--- src/bpa_pkg.sv ---
// bpa_pkg: shared types and codes of the bitmap page allocator
// used by the top level, front end, back end and checker; no dependencies

package bpa_pkg;

   // page numbers are carried at a fixed width that covers every supported
   // page size and page count, plus headroom for region end arithmetic
   localparam int PG_W  = 25;
   localparam int CNT_W = 21;

   localparam logic [2:0] ACT_ALLOC_ONE = 3'd0;
   localparam logic [2:0] ACT_ALLOC_RUN = 3'd1;
   localparam logic [2:0] ACT_ALLOC_DMA = 3'd2;
   localparam logic [2:0] ACT_FREE_ONE  = 3'd3;
   localparam logic [2:0] ACT_FREE_RUN  = 3'd4;
   localparam logic [2:0] ACT_MARK_USED = 3'd5;
   localparam logic [2:0] ACT_MARK_FREE = 3'd6;
   localparam logic [2:0] ACT_UNKNOWN   = 3'd7;

   localparam logic [2:0] ST_OK      = 3'd0;
   localparam logic [2:0] ST_NOSPACE = 3'd1;
   localparam logic [2:0] ST_ZERO    = 3'd2;
   localparam logic [2:0] ST_INVALID = 3'd3;
   localparam logic [2:0] ST_DOUBLE  = 3'd4;
   localparam logic [2:0] ST_SKIPPED = 3'd5;

   localparam logic [1:0] CSR_TOTAL = 2'd0;
   localparam logic [1:0] CSR_FLOOR = 2'd1;
   localparam logic [1:0] CSR_DMA   = 2'd2;

   typedef enum logic [2:0] {
      OP_NOP,
      OP_SEARCH,
      OP_SET,
      OP_CLR,
      OP_FREE
   } op_type;

   typedef enum logic [2:0] {
      BK_FILL,
      BK_IDLE,
      BK_RUN,
      BK_LOAD,
      BK_DONE
   } bk_state_type;

   typedef struct packed {
      op_type            op;
      logic              many;
      logic [2:0]        status;
      logic [PG_W-1:0]   first;
      logic [PG_W-1:0]   rem;
      logic [PG_W-1:0]   lim;
      logic [PG_W-1:0]   len;
   } cmd_type;

   typedef struct packed {
      logic [2:0]  status;
      logic [31:0] addr;
      logic [16:0] changed;
      logic [16:0] used;
      logic [16:0] free;
   } rsp_type;

endpackage

--- src/bpa_front.sv ---
// bpa_front: decodes a request into a page walk command
// depends on bpa_pkg

module bpa_front
   import bpa_pkg::*;
#(
   parameter int PAGE_SHIFT = 12
) (
   input  logic [2:0]      action,
   input  logic [31:0]     byte_address,
   input  logic [31:0]     region_bytes,
   input  logic [16:0]     run_pages,
   input  logic [PG_W-1:0] total_i,
   input  logic [16:0]     floor_i,
   input  logic [16:0]     dma_i,
   output cmd_type         cmd_o
);

   localparam logic [32:0] PG_M1 = 33'((64'd1 << PAGE_SHIFT) - 64'd1);

   logic [PG_W-1:0] addr_pg, rnd_pg, up_pg, dn_pg, cnt_pg, floor_pg, dma_pg;
   logic [PG_W-1:0] end_u, end_uc, rem_u, first_f, end_f, end_fc, rem_f, dma_lim;
   logic [32:0]     addr_up, size_up;

   always_comb begin
      addr_pg  = PG_W'(byte_address >> PAGE_SHIFT);
      addr_up  = {1'b0, byte_address} + PG_M1;
      rnd_pg   = PG_W'(addr_up >> PAGE_SHIFT);
      size_up  = {1'b0, region_bytes} + PG_M1;
      up_pg    = PG_W'(size_up >> PAGE_SHIFT);
      dn_pg    = PG_W'(region_bytes >> PAGE_SHIFT);
      cnt_pg   = PG_W'(run_pages);
      floor_pg = PG_W'(floor_i);
      dma_pg   = PG_W'(dma_i);
      dma_lim  = (dma_pg < total_i) ? dma_pg : total_i;

      // mark_used: base rounded down, size rounded up
      end_u  = addr_pg + up_pg;
      end_uc = (end_u > total_i) ? total_i : end_u;
      rem_u  = (end_uc > addr_pg) ? end_uc - addr_pg : '0;

      // mark_free: base rounded up, size rounded down, page zero kept
      end_f   = rnd_pg + dn_pg;
      first_f = (rnd_pg == '0) ? PG_W'(1) : rnd_pg;
      end_fc  = (end_f > total_i) ? total_i : end_f;
      rem_f   = (end_fc > first_f) ? end_fc - first_f : '0;

      cmd_o        = '0;
      cmd_o.op     = OP_NOP;
      cmd_o.status = ST_OK;
      unique case (action)
         ACT_ALLOC_ONE: begin
            cmd_o.op    = OP_SEARCH;
            cmd_o.first = floor_pg;
            cmd_o.lim   = total_i;
            cmd_o.len   = PG_W'(1);
         end
         ACT_ALLOC_RUN: begin
            if (run_pages == '0) begin
               cmd_o.status = ST_ZERO;
            end else begin
               cmd_o.op    = OP_SEARCH;
               cmd_o.first = floor_pg;
               cmd_o.lim   = total_i;
               cmd_o.len   = cnt_pg;
            end
         end
         ACT_ALLOC_DMA: begin
            cmd_o.op    = OP_SEARCH;
            cmd_o.first = floor_pg;
            cmd_o.lim   = dma_lim;
            cmd_o.len   = PG_W'(1);
         end
         ACT_FREE_ONE: begin
            cmd_o.op    = OP_FREE;
            cmd_o.first = addr_pg;
            cmd_o.rem   = PG_W'(1);
         end
         ACT_FREE_RUN: begin
            cmd_o.op    = OP_FREE;
            cmd_o.many  = 1'b1;
            cmd_o.first = addr_pg;
            cmd_o.rem   = cnt_pg;
         end
         ACT_MARK_USED: begin
            cmd_o.op    = OP_SET;
            cmd_o.first = addr_pg;
            cmd_o.rem   = rem_u;
         end
         ACT_MARK_FREE: begin
            cmd_o.op    = OP_CLR;
            cmd_o.first = first_f;
            cmd_o.rem   = rem_f;
         end
         ACT_UNKNOWN: begin
            cmd_o.status = ST_INVALID;
         end
      endcase
   end

endmodule

--- config.mk ---
export PLATFORM = sky130hd
export DESIGN_NAME = bpa_front
export DESIGN_NICKNAME = d
export VERILOG_FILES = /design/src/bpa_pkg.sv /design/src/bpa_front.sv
export SDC_FILE = /design/constraint.sdc
export NUM_CORES = 1
export LEC_CHECK = 0
export CORE_MARGIN = 2
export CORE_UTILIZATION = 23
export DETAILED_ROUTE_END_ITERATION = 10
export DONT_BUFFER_PORTS = 1
export GPL_ROUTABILITY_DRIVEN = 0
export GPL_TIMING_DRIVEN = 0
export SLEW_MARGIN = 20
export SYNTH_ARGS = -nofsm -noshare
export SYNTH_HDL_FRONTEND = slang
export SYNTH_SLANG_ARGS = --single-unit
--- constraint.sdc ---
create_clock -name vclk -period 24.6
set_clock_uncertainty 0.15 [all_clocks]
set_input_delay 7.38 -clock vclk [all_inputs]
set_output_delay 7.38 -clock vclk [all_outputs]
set_load 0.01 [all_outputs]
==> results.md <==
* Gr ovfl total at 0
* Hold Path End: cmd_o[63]
* Status: completed
* Pwr/cell area at 39.32 nW/µm²
* DRT iter0 DRCs at ~900
* Worst EP arrival at 16.37 ns
* Area growth, synth to finish at 7.767%
* FF/Latch Area at 0 µm²
* Layout Utilization at roughly a quarter
* Largest area contributor in the netlist: ha_1
* Register area share after synthesis at 0%
* Die area at 36820 µm²
* Worst hold-check path type: input port to output port
* Clkbuf count at 0
* WS Path Type: input port to output port
* Max IR drop VDD at between 10 and 15 µV
* RSZ-0062 raised after global routing: false
* Critical Path Start: byte_address[10]
* Worst Path Buf+Inv at 4
* Post-synth top area share at between 20% and 30%
* Hold Crit Depth at 2
* Post-CTS setup buffers at 0
* CP Capture Type: output port
* Vias in the first global route at between 8000 and 9000
* Core area at 34630 µm²
* Fmax at 41.84 MHz
* Initial Util at 23.45%
* DP Wirelength at 32300 µm
* Row count at 68
* All-Layer GR Usage at 18.83%
* Sequential cell count at 0
* Worst setup SP type: input port
* Final min period at 23.90 ns
* First-pass GRT wire length at between 50000 and 60000 µm
* Critical path's largest stage delay at 0.41 ns
* Crit path max fanout at 10
* Rel. slew slack at a little over a quarter
* Final setup fails at 0
* Synth warn at 0
* Synth Instances at 1195
* Hold Startpoint: run_pages[13]
* Worst slew pin tran at 1.096 ns
* Layout Nets at 1500
* Die Ht at 191.9 µm
* Number of detailed-route iterations in the first pass at 6
* Layout cells sized above 1 at 4.056%
* Number of diodes at 0
* Crit path max-delay family: compound AO/OA/AOI/OAI gates
* DRC Markers at 0
* Post-DR wirelength/cell at around 22 µm
* Post-CTS Resized at 0
* Setup TNS at 0 ns
* Worst Path Required at 17.07 ns
* Top cells by area, synth: ha_1, xnor2_1, o21ai_0
* Slew Limit Fails at 0
* Antenna Nets Post-Route at 0
* Io pins at 250
* CP max-delay cell: fa_1
* Synthesized area at between 8000 and 9000 µm²
* Initial antenna violation count at 0
* Number of distinct library cells after synthesis at 79
* Vias per inst at 5.547
* Port Buf Inserts at 0
* Vias at 9225
* # hold bufs at CTS at 0
* Final Hold Violating Endpoints at 0
* Syn avg cell area at between 6 and 7 µm²
* Final wirelength at 36530 µm
* LEAKAGE at 3.949 nW
* Largest net degree at the start of global routing at 11
* Die width at 191.9 µm
* Fin crit share at 97.15%
* Maxcap violations at 0
-- cell families (layout without fill, tap and decap cells) --
| group | after synthesis | in the layout | share of synthesized area (%) |
|---|---|---|---|
| adder cells (fa/ha/maj) | 147 | 147 | 23.02 |
| AO/OA/AOI/OAI | 401 | 401 | 32.39 |
| other | 1 | 14 | 0.04619 |
| XOR/XNOR | 103 | 103 | 11.11 |
| buffers and inverters | 141 | 141 | 7.351 |
| multiplexers | 4 | 4 | 0.5240 |
| AND/OR/NAND/NOR | 398 | 398 | 25.55 |
-- area by class of cell --
cell class                 count  area [µm²]
buffer                        47       244.0
fill                        3817       25880
inverter                      94       355.3
multi-input combinational   1067        7581
tap                          455       569.3
-- through the flow --
step / power [mW] / instances / instance area [µm²] / hold slack (ns) / setup WS [ns]
global route: 0.3806 / 1663 / 8750 / 14.74 / 0.1174
finish: 0.3440 / 1663 / 8750 / 14.73 / 0.7014
floorplan: 0.2571 / 1208 / 8168 / 14.70 / 2.623
detailed placement: 0.3350 / 1663 / 8737 / 14.73 / 0.4405
global placement: 0.3286 / 1663 / 8737 / 14.73 / 0.5525
CTS: 0.3370 / 1663 / 8737 / 14.73 / 0.4297
-- layer usage --
metal	up-vias	share of wire (%)	global-route usage [%]
met5	-	0	0
met4	0	4.3	6.805
met3	71	10	4.531
met2	450	48	33.71
met1	4279	38	21.62
li1	4425	-	-
-- worst max-delay path by stage --
stage                endpoint  slack (ns)  depth (start not counted)
floorplan           cmd_o[52]        2.62                         37
global placement    cmd_o[52]        0.55                         35
detailed placement  cmd_o[52]        0.44                         35
CTS                 cmd_o[52]        0.43                         35
global route        cmd_o[59]        0.12                         36
finish              cmd_o[59]        0.70                         36
-- report_power, final --
group	switching (mW)	internal, mW
Clock	0	0
Sequential	0	0
Combinational	0.209	0.135
-- cell usage after synthesis (5+ instances only) --
cell type and instances:
ha_1 143, nand2_1 111, o21ai_0 107, inv_1 93, a21oi_1 85, xnor2_1 78
nor2_1 62, and2_1 37, a21o_1 36, nand3_1 36, clkbuf_1 28, nor3_1 25
xor2_1 25, nand4_1 22, a22o_1 21, a22oi_1 21, nand2b_1 18, a211oi_1 17
nor2b_1 16, and3_1 15, buf_4 14, nor4_1 14, o21a_1 13, and4_1 12
o21ai_1 12, a31oi_1 11, or3_1 9, o21bai_1 8, a31o_2 6, a221o_1 5
-- layout by cell type (no fill, tap or decap), drive strengths merged, types with 23 or more instances in the layout --
cell,synthesis,routed
a21o,36,36
a21oi,85,85
and2,37,37
clkbuf,28,28
ha,143,143
inv,94,94
nand2,111,111
nand3,37,37
nand4,23,23
nor2,63,63
nor3,26,26
o21ai,121,121
xnor2,78,78
xor2,25,25
(Power assumes the default switching activity.)
