## src/bpa_fifo.sv

```systemverilog
// bpa_fifo: two-entry queue of flat words
// used for the command and result queues; no dependencies

module bpa_fifo #(
   parameter int W = 8
) (
   input  logic         clock,
   input  logic         reset,
   input  logic         push,
   input  logic [W-1:0] push_data,
   output logic         full,
   input  logic         pop,
   output logic [W-1:0] pop_data,
   output logic         empty
);

   logic [W-1:0] data_ff [2];
   logic         wr_ff, wr_in, rd_ff, rd_in;
   logic [1:0]   cnt_ff, cnt_in;
   logic         do_push, do_pop;

   assign full     = (cnt_ff == 2'd2);
   assign empty    = (cnt_ff == 2'd0);
   assign do_push  = push && !full;
   assign do_pop   = pop && !empty;
   assign pop_data = data_ff[rd_ff];

   always_comb begin
      wr_in  = do_push ? !wr_ff : wr_ff;
      rd_in  = do_pop ? !rd_ff : rd_ff;
      cnt_in = cnt_ff + 2'(do_push) - 2'(do_pop);
   end

   always_ff @(posedge clock) begin
      if (reset) begin
         wr_ff  <= 1'b0;
         rd_ff  <= 1'b0;
         cnt_ff <= 2'd0;
      end else begin
         wr_ff  <= wr_in;
         rd_ff  <= rd_in;
         cnt_ff <= cnt_in;
      end
   end

   always_ff @(posedge clock) begin
      if (do_push) begin
         data_ff[wr_ff] <= push_data;
      end
   end

endmodule

```

## config.mk

```make
export PLATFORM = sky130hd
export DESIGN_NAME = bpa_fifo
export DESIGN_NICKNAME = d
export VERILOG_FILES = /design/src/bpa_fifo.sv
export SDC_FILE = /design/constraint.sdc
export NUM_CORES = 1
export LEC_CHECK = 0
export ABC_AREA = 1
export BUFFER_PORTS_ARGS = -buffer_cell sky130_fd_sc_hd__buf_2
export CORE_ASPECT_RATIO = 1.2
export CORE_MARGIN = 1
export CORE_UTILIZATION = 54
export CTS_CLUSTER_DIAMETER = 50
export DETAILED_ROUTE_END_ITERATION = 10
export PLACE_DENSITY = 0.81
export REMOVE_ABC_BUFFERS = 1
export SETUP_SLACK_MARGIN = 0.05
export SYNTH_ARGS = -nofsm -noshare
export SYNTH_HDL_FRONTEND = slang
export SYNTH_SLANG_ARGS = --single-unit
```

## constraint.sdc

```tcl
create_clock -name clock -period 2.25 [get_ports clock]
set_input_delay 0.225 -clock clock [delete_from_list [all_inputs] [get_ports clock]]
set_output_delay 0.225 -clock clock [all_outputs]
set_load 0.01 [all_outputs]
```

==> impl_metrics.yaml, run 1 <==
status:
  status: "completed"
synth:
  synthXorXnorAreaFrac: 0
  syn_area_um2: 868
  ys_types: 11
  yosys_warnings: 0
  ys_ff_latch: 21
  avgSynthCellArea_um2: 13.6
  synthCells: 64
  yosys.area_share.adder: 0.0288
  ys_seq_area_frac: 0.669
  synth_compound_area_frac: 0.0115
  synth_top_family_by_area: "multiplexers"
  synth_area_leaders: "edfxtp_1 55%, mux2_4 14%, dfxtp_1 12%"
  muxShareOfSynthArea: 0.138
  synthDominantCellAreaShare: 0.553
  yosysTopAreaCell: "edfxtp_1"
  yosys.area_share.simple: 0.0965
clocking:
  cts_tree: "done"
  cts_max_level: 1
  clockRootBuffer: "clkbuf_4"
  clock-sinks: 21
  cts_setup_buffers: 0
  ctsLongestPathBuffers: 2
  cts.clk_slew.worst_paths_ns: 0.11
  cts_resized: 0
  clock_latency_ns: 0.29
  cts_buffers: 3
  holdBufCountCts: 0
timing:
  setup_viol: 0
  fin_crit_ns: 1.66
  slew_headroom: 0.564
  fin_setup_tns_ns: 0
  fin_hold_ws_ns: 0.0868
  worstMarginPinSlew_ns: 0.652
  rsz0062_at_grt: "false"
  fmax_mhz: 601
  hold_viol: 0
  slew_violations: 0
  fin_crit_sh: 0.740
  clock-skew-final_ns: 0.00497
grt:
  first_global_vias: 457
  overflow: 0
  grt.total_usage: 0.163
  grt_pass1_wl_mm: 1.90
  antenna_found_initial: 0
  grt_max_degree: 13
pwr:
  leakage_nw: 0.462
  p_per_area_nw_per_um2: 1070
  total_power_mw: 1.08
  vdd_drop_max_v: 0.000820
drt:
  dr.pass1.iters: 5
  highest_layer: "met4"
  wl_mm: 1.27
  met3_length_um: 60
  met2_length_um: 719
  ant_nets: 0
  routedWlPerCell_um: 12.1
  viasPerCell: 4.90
  drc_errors: 0
  vias: 515
  first_iter_violations: 6
  wl_met1_um: 476
setup_path:
  cp_slowest_cell: "dfxtp_1"
  crit_arrival_ns: 1.44
  cp-end-kind: "output port"
  r2r_end: "cnt_ff[1]"
  worstReg2RegStart: "cnt_ff[0]"
  cpPeakStageDelay_ns: 0.66
  ff2ff_setup_slack_ns: 0.69
  r2r_cells: 10
  crit_fanout: 8
  cp_cell_sequence: "mux2_4, buf_2"
  path_class: "reg -> out"
  startpoint_type: "register"
  crit_required_ns: 2.03
finish:
  final_cell_mix: "21 x buf_2, 16 x edfxtp_1, 10 x inv_1"
  regArea_um2: 581
  multi_input_area_um2: 239
  final_layout_size_suffix_gt1_frac: 0.398
  fin_area_um2: 1010
  instances_no_fill: 105
  n_antenna_cell: 0
  syn2layout_area_growth_pct: 16.4
  final_common_cell: "buf_2"
  fin_nets: 103
  fillCellCount: 117
placement:
  portBuffers: 21
  post-dp-hpwl_mm: 1.01
  routabilityCongestion: 0.712
  dpl.cell_count: 101
  placed_cell_area_um2: 983
min_path:
  hold_path_class: "in -> reg"
  worstHoldStart: "reset"
  min_to: "cnt_ff[0]"
  min_path_cells: 2
floorplanning:
  chipHeight_um: 45.9
  initial_core_util: 0.593
  rows: 15
  io_pins: 22
  dieArea_um2: 1770
  die_w_um: 38.6
  coreArea_um2: 1460
job:
  maxCapViolations: 0
[cell usage after synthesis]
cell	n
nand2_1	8
mux2_4	8
edfxtp_1	16
dfxtp_1	5
nor2_2	2
ha_1	2
buf_6	1
a21oi_1	2
nand3_1	3
inv_1	10
nor2_1	7
[cell families after synthesis]
family | after synthesis
mux | 8
buf+inv | 11
fa+ha+maj | 2
compound gates | 2
simple gates | 20
flops | 21
[worst max path at each step]
stage             endpoint
2_1_floorplan    cnt_ff[1]
3_3_place_gp     cnt_ff[1]
3_5_place_dp     cnt_ff[1]
4_1_cts        pop_data[3]
5_1_grt        pop_data[6]
6_report       pop_data[3]
[worst max-delay path, delay by kind of cell, from the launching register on]
family   cells  cell delay (ns)
buf+inv      1             0.14
flops        1             0.66
mux          1             0.35
[registers in the layout, summed over array words and instances, names as in the netlist, named ones only]
name     count
cnt_ff       2
data_ff     16
rd_ff        1
wr_ff        1
[routing by layer]
metal	GRT usage	vias to the layer above
li1	-	260
met1	0.180	236
met2	0.297	17
met3	0.0196	2
met4	0.0828	0
met5	0	-
[metrics by stage]
stage | setup WS, ns | util
finish | 0.586 | 0.691
detailed placement | 0.694 | 0.672
global placement | 0.770 | 0.672
CTS | 0.569 | 0.691
floorplan | 0.822 | -
global route | 0.514 | 0.691
[report_power, final]
group / switching (mW) / internal, mW
registers: 0.0554 / 0.499
clock network: 0.103 / 0.0661
logic: 0.184 / 0.176
[cell type report]
class | instances | area share
tap | 17 | 0.0210
clock buffer | 3 | 0.0223
multi-input combinational | 32 | 0.236
inverter | 10 | 0.0371
clock inverter | 1 | 0.00495
timing repair buffer | 21 | 0.104
sequential | 21 | 0.574
Power figures use the tool's default switching activity.
==> inputs of run 2 (changes only) <==
--- a/config.mk
+++ b/config.mk
@@ -9,10 +9,10 @@
 export BUFFER_PORTS_ARGS = -buffer_cell sky130_fd_sc_hd__buf_2
 export CORE_ASPECT_RATIO = 1.2
 export CORE_MARGIN = 1
-export CORE_UTILIZATION = 54
+export CORE_UTILIZATION = 45
 export CTS_CLUSTER_DIAMETER = 50
 export DETAILED_ROUTE_END_ITERATION = 10
-export PLACE_DENSITY = 0.81
+export PLACE_DENSITY = 0.72
 export REMOVE_ABC_BUFFERS = 1
 export SETUP_SLACK_MARGIN = 0.05
 export SYNTH_ARGS = -nofsm -noshare
==> constraint.sdc (replaced) <==
create_clock -name clock -period 1.5 [get_ports clock]
set_input_delay 0.15 -clock clock [delete_from_list [all_inputs] [get_ports clock]]
set_output_delay 0.15 -clock clock [all_outputs]
set_load 0.01 [all_outputs]
==> run 2 against run 1 <==
Non-clock buffer count is 7 higher. Wire length is 14% higher. Count of clock-buffer cells in the layout stayed put. Sequential cell count stayed put. Clock power is 52% higher. Worst setup slack worse by 0.53 ns. Sequential power is 54% higher. Clock skew is 0.0017 ns higher. Cell area is 14% higher. Worst hold slack worse by 0.048 ns. Critical path depth is 6 higher.
==> impl_metrics.yaml, run 2 (synthesis results as in run 1) <==
setup_path:
  crit_arrival_ns: 1.46
  cp-end-kind: "register"
  crit_required_ns: 1.51
  cpPeakStageDelay_ns: 0.41
  cp_slowest_cell: "dfxtp_4"
  cp_cell_sequence: "inv_4, nand2_4, nand2_4, buf_6, buf_4, buf_4, nor2_4, buf_6"
  path_class: "reg -> reg"
  startpoint_type: "register"
  crit_fanout: 8
clocking:
  clockRootBuffer: "clkbuf_4"
  cts_max_level: 1
  cts_tree: "done"
  cts_buffers: 3
  ctsLongestPathBuffers: 2
  cts.clk_slew.worst_paths_ns: 0.12
  clock-sinks: 21
  clock_latency_ns: 0.29
pwr:
  p_seq_frac: 0.448
  leakage_nw: 0.511
  vdd_drop_max_v: 0.000971
  total_power_mw: 1.90
  power_frac_comb: 0.417
  clockPowerShare: 0.135
  intPower_mw: 1.27
  swShare: 0.332
  p_sw_mw: 0.632
  p_per_area_nw_per_um2: 1640
finish:
  largest_reg_flops: 16
  n_antenna_cell: 0
  final_layout_size_suffix_gt1_frac: 0.579
  largest_registers: "data_ff (16), cnt_ff (2)"
  final_common_cell: "buf_2"
  fillCellCount: 144
  final_cell_mix: "21 x buf_2, 16 x edfxtp_1, 8 x mux2_4"
  syn2layout_area_growth_pct: 33.0
  instances_no_fill: 114
  fin_area_um2: 1150
  fin_nets: 110
  top_register: "data_ff"
  final_core_util: 0.631
min_path:
  hold_path_class: "in -> reg"
status:
  status: "completed"
floorplanning:
  io_pins: 22
  rows: 17
  coreArea_um2: 1830
  dieArea_um2: 2110
  die_w_um: 42.1
  initial_core_util: 0.475
  chipHeight_um: 50.1
timing:
  layout_setup_ws_ns: 0.0576
  rsz0062_at_grt: "true"
  fin_setup_tns_ns: 0
  slew_violations: 0
  setup_viol: 0
  fmax_mhz: 693
  hold_viol: 0
  worstMarginPinSlew_ns: 0.310
  clock-skew-final_ns: 0.00671
  fin_crit_sh: 0.962
  fin_crit_ns: 1.44
  fin_hold_ws_ns: 0.0383
  slew_headroom: 0.793
placement:
  routabilityCongestion: 0.666
  dpl.cell_count: 106
  post-dp-hpwl_um: 941
  dp_slack_ns: -0.0212
  placed_cell_area_um2: 1010
  portBuffers: 21
grt:
  met1_usage: 0.131
  top_usage_layer: "met2"
  grt_max_degree: 13
  overflow: 0
  first_global_vias: 528
  grt_use_met3: 0.0256
  grt_pass1_wl_mm: 2.06
  antenna_found_initial: 0
  grt.total_usage: 0.132
  met2_usage: 0.263
drt:
  first_iter_violations: 10
  dr.pass1.iters: 4
  ant_nets: 0
  routedWlPerCell_um: 12.7
  drc_errors: 0
  viasPerCell: 4.78
  wl_mm: 1.45
  vias: 545
job:
  maxCapViolations: 0
==> run 2: critical path: cells and delay by family, from the launching register on <==
family        cells  cell delay, ns
buf+inv           5            0.55
simple gates      3            0.21
flops             1            0.41
==> run 2: final timing paths <==
check               start            end  slack, ns  cells after the start
max             cnt_ff[0]  data_ff[0][0]       0.06                      8
min          push_data[4]  data_ff[0][4]       0.04                      1
max reg2reg     cnt_ff[0]  data_ff[0][0]       0.06                      8
min reg2reg         rd_ff       register       0.54                      2
==> run 2: area by class of cell <==
| class | instances | area, µm² | share of cell area |
|---|---|---|---|
| Clock buffer | 3 | 22.5 | 0.0195 |
| Clock inverter | 1 | 5.00 | 0.00433 |
| Multi-Input combinational cell | 32 | 303 | 0.262 |
| Tap cell | 19 | 23.8 | 0.0206 |
| Inverter | 10 | 40.0 | 0.0347 |
| Sequential cell | 21 | 589 | 0.510 |
| Timing Repair Buffer | 28 | 171 | 0.148 |
==> run 2: power by group through the flow <==
stage / registers [mW] / logic, mW / clock network, mW
floorplan: 0.825 / 0.391 / 0
global placement: 0.806 / 0.598 / 0
detailed placement: 0.812 / 0.616 / 0
CTS: 0.824 / 0.664 / 0.260
global route: 0.860 / 0.868 / 0.289
finish: 0.851 / 0.791 / 0.257
==> run 2: layer usage <==
metal	vias up	wire length, µm	part of all wire
met5	-	0	0
met4	0	14	0.0097
met3	2	56	0.039
met2	17	820	0.57
met1	251	555	0.38
li1	275	-	-
==> run 2: timing repair <==
item                                    in CTS  in global routing
endpoints found under the setup margin       1                 17
resized for setup                            7                 18
buffers inserted                             3                  0
pin swaps                                    4                  6
endpoints found under the hold margin        0                  1
hold buffers                                 0                  1
cloned                                       0                  0
==> inputs of run 3 (changes only) <==
--- a/config.mk
+++ b/config.mk
@@ -5,14 +5,13 @@
 export SDC_FILE = /design/constraint.sdc
 export NUM_CORES = 1
 export LEC_CHECK = 0
-export ABC_AREA = 1
 export BUFFER_PORTS_ARGS = -buffer_cell sky130_fd_sc_hd__buf_2
 export CORE_ASPECT_RATIO = 1.2
 export CORE_MARGIN = 1
-export CORE_UTILIZATION = 45
+export CORE_UTILIZATION = 44
 export CTS_CLUSTER_DIAMETER = 50
 export DETAILED_ROUTE_END_ITERATION = 10
-export PLACE_DENSITY = 0.72
+export PLACE_DENSITY = 0.71
 export REMOVE_ABC_BUFFERS = 1
 export SETUP_SLACK_MARGIN = 0.05
 export SYNTH_ARGS = -nofsm -noshare
==> run 3 against run 2 <==
The flow now finishes with violations (setup timing). Synthesized area is 6.6% lower. Non-clock buffer count fell by 2. Final cell count decreased by 13%. Wire length is 12% lower. First-iteration DRC count is 60% lower.
==> impl_metrics.yaml, run 3 <==
synth:
  synth_edf_count: 16
  async_flop_share: 0
  ys_types: 21
  avgSynthCellArea_um2: 15.6
  synthDominantCellAreaShare: 0.593
  yosysMostFrequentCell: "edfxtp_1"
  yosysTopAreaCell: "edfxtp_1"
  ys_seq_area_frac: 0.716
  yosys_warnings: 0
  syn_area_um2: 811
  synth_top_flop_cell: "edfxtp_1"
  synthCells: 52
  synth_area_leaders: "edfxtp_1 59%, dfxtp_1 12%, mux2_1 6.9%"
  ys_ff_latch: 21
  synth_common_cells: "16 x edfxtp_1, 5 x dfxtp_1, 5 x mux2_1"
placement:
  portBuffers: 21
  placed_cell_area_um2: 963
  dpl.cell_count: 94
  routabilityCongestion: 0.705
  post-dp-hpwl_um: 889
grt:
  first_global_vias: 467
  grt_max_degree: 12
  grt.total_usage: 0.143
  antenna_found_initial: 0
  overflow: 0
  grt_pass1_wl_mm: 1.96
floorplanning:
  io_pins: 22
  coreArea_um2: 1680
  initial_core_util: 0.482
  die_w_um: 41.2
  chipHeight_um: 49.0
  dieArea_um2: 2020
  rows: 16
clocking:
  cts_tree: "done"
  clock_latency_ns: 0.29
  clock-sinks: 21
  cts_buffers: 3
  cts_max_level: 1
  cts.clk_slew.worst_paths_ns: 0.11
  clockRootBuffer: "clkbuf_4"
  holdBufCountCts: 0
  ctsLongestPathBuffers: 2
setup_path:
  path_delay_family: "adder cells"
  crit_end: "cnt_ff[1]"
  r2r_cells: 7
  ff2ff_setup_slack_ns: -0.04
  startpoint: "cnt_ff[0]"
  cp_slowest_cell: "dfxtp_2"
  worst-path-buf-inv: 1
  path_common_cell: "ha_4"
  cp_cell_sequence: "o21a_4, ha_4, inv_2, ha_4, xor2_2, and2_4, nor3_2"
  crit_fanout: 4
  crit_arrival_ns: 1.76
  cpPeakStageDelay_ns: 0.36
  path_class: "reg -> reg"
  worstReg2RegStart: "cnt_ff[0]"
  startpoint_type: "register"
  cp.depth: 7
  crit_required_ns: 1.73
  cp-end-kind: "register"
  r2r_end: "cnt_ff[1]"
timing:
  fmax_mhz: 650
  rsz0062_at_grt: "true"
  fin_crit_sh: 1.03
  slew_violations: 0
  clock-skew-final_ns: 0.00646
  slew_headroom: 0.863
  hold_viol: 0
  fin_crit_ns: 1.54
  setup_viol: 1
  layout_setup_ws_ns: -0.0384
  worstMarginPinSlew_ns: 0.206
finish:
  final_common_cell: "buf_2"
  fin_nets: 96
  final_cell_mix: "21 x buf_2, 16 x edfxtp_1, 5 x mux2_1"
  fin_area_um2: 1070
  largest_registers: "data_ff (16), cnt_ff (2)"
  top_register: "data_ff"
  syn2layout_area_growth_pct: 32.3
  final_layout_size_suffix_gt1_frac: 0.593
  largest_reg_flops: 16
  fillCellCount: 129
  n_antenna_cell: 0
  instances_no_fill: 99
drt:
  viasPerCell: 4.93
  routedWlPerCell_um: 12.9
  vias: 488
  ant_nets: 0
  first_iter_violations: 4
  drc_errors: 0
  dr.pass1.iters: 3
  wl_mm: 1.28
pwr:
  p_per_area_nw_per_um2: 1660
  leakage_nw: 0.436
  vdd_drop_max_v: 0.000887
status:
  status: "complete, but fails checks"
  violations: "setup timing"
job:
  maxCapViolations: 0
min_path:
  min_path_cells: 1
  hold_path_class: "in -> reg"
run 3: cell count changes in the layout (fill, tap and decap cells not counted), moves of 2 or more:
cell | before | now
nor2_1 | 6 | 4
nand3_1 | 2 | 0
nand2_1 | 5 | 0
nor2_4 | 2 | 0
mux2_4 | 8 | 0
inv_1 | 7 | 1
mux2_2 | 0 | 3
nand2_4 | 2 | 0
mux2_1 | 0 | 5
run 3: worst min-delay path by stage:
| stage | from | end | slack (ns) |
|---|---|---|---|
| 2_1_floorplan | reset | wr_ff | 0.22 |
| 3_3_place_gp | push_data[1] | data_ff[1][1] | 0.34 |
| 3_5_place_dp | push_data[6] | data_ff[1][6] | 0.34 |
| 4_1_cts | push_data[6] | data_ff[1][6] | 0.04 |
| 5_1_grt | push_data[1] | data_ff[0][1] | 0.02 |
| 6_report | push_data[1] | data_ff[0][1] | 0.05 |
run 3: metrics by stage:
stage	hold WS [ns]	total power [mW]	setup WS (ns)	utilization	setup TNS (ns)
final	0.0474	1.78	-0.0384	0.638	-0.0384
after global routing	0.0228	1.91	-0.112	0.638	-0.112
after CTS	0.0396	1.64	-0.0258	0.594	-0.0258
after detailed placement	0.345	1.38	-0.0230	0.573	-0.107
after global placement	0.339	1.36	-0.00462	0.573	-0.00462
after floorplan	0.219	1.15	0.0264	-	0
run 3: layout make-up:
| cell class | count | area [µm²] | share of cell area |
|---|---|---|---|
| well taps | 18 | 22.5 | 0.0210 |
| clock buffers | 4 | 26.3 | 0.0245 |
| inverters | 4 | 17.5 | 0.0163 |
| multi-input cells | 26 | 269 | 0.251 |
| flip-flops and latches | 21 | 587 | 0.547 |
| repair buffers | 26 | 150 | 0.140 |
run 3: report_power, final:
group	internal, mW	leakage (nW)	switching, mW
clock	0.103	0.0150	0.152
sequential	0.764	0.192	0.0838
combinational	0.370	0.229	0.306
total	1.24	0.436	0.541
run 3: logic make-up (layout without fill, tap and decap cells):
logic type,Yosys count,in the layout,synth area share
and+or+nand+nor,11,11,0.0725
xor gates and xnor gates,2,2,0.0216
DFF,21,21,0.716
muxes,8,8,0.111
adders and majority gates,2,2,0.0309
buffers and inverters,5,34,0.0247
AOI/OAI and AO/OA,3,3,0.0231
run 3: repair_timing:
action | CTS | global route
pin swaps | 0 | 6
setup buffers | 0 | 1
resized for setup | 5 | 14
endpoints found under the setup margin | 17 | 11
run 3: per-layer routing:
layer	global-route usage	part of all wire	up-vias
li1	-	-	242
met1	0.182	0.44	234
met2	0.232	0.52	12
met3	0.0411	0.034	0
met4	0.0323	0	0
met5	0	0	-
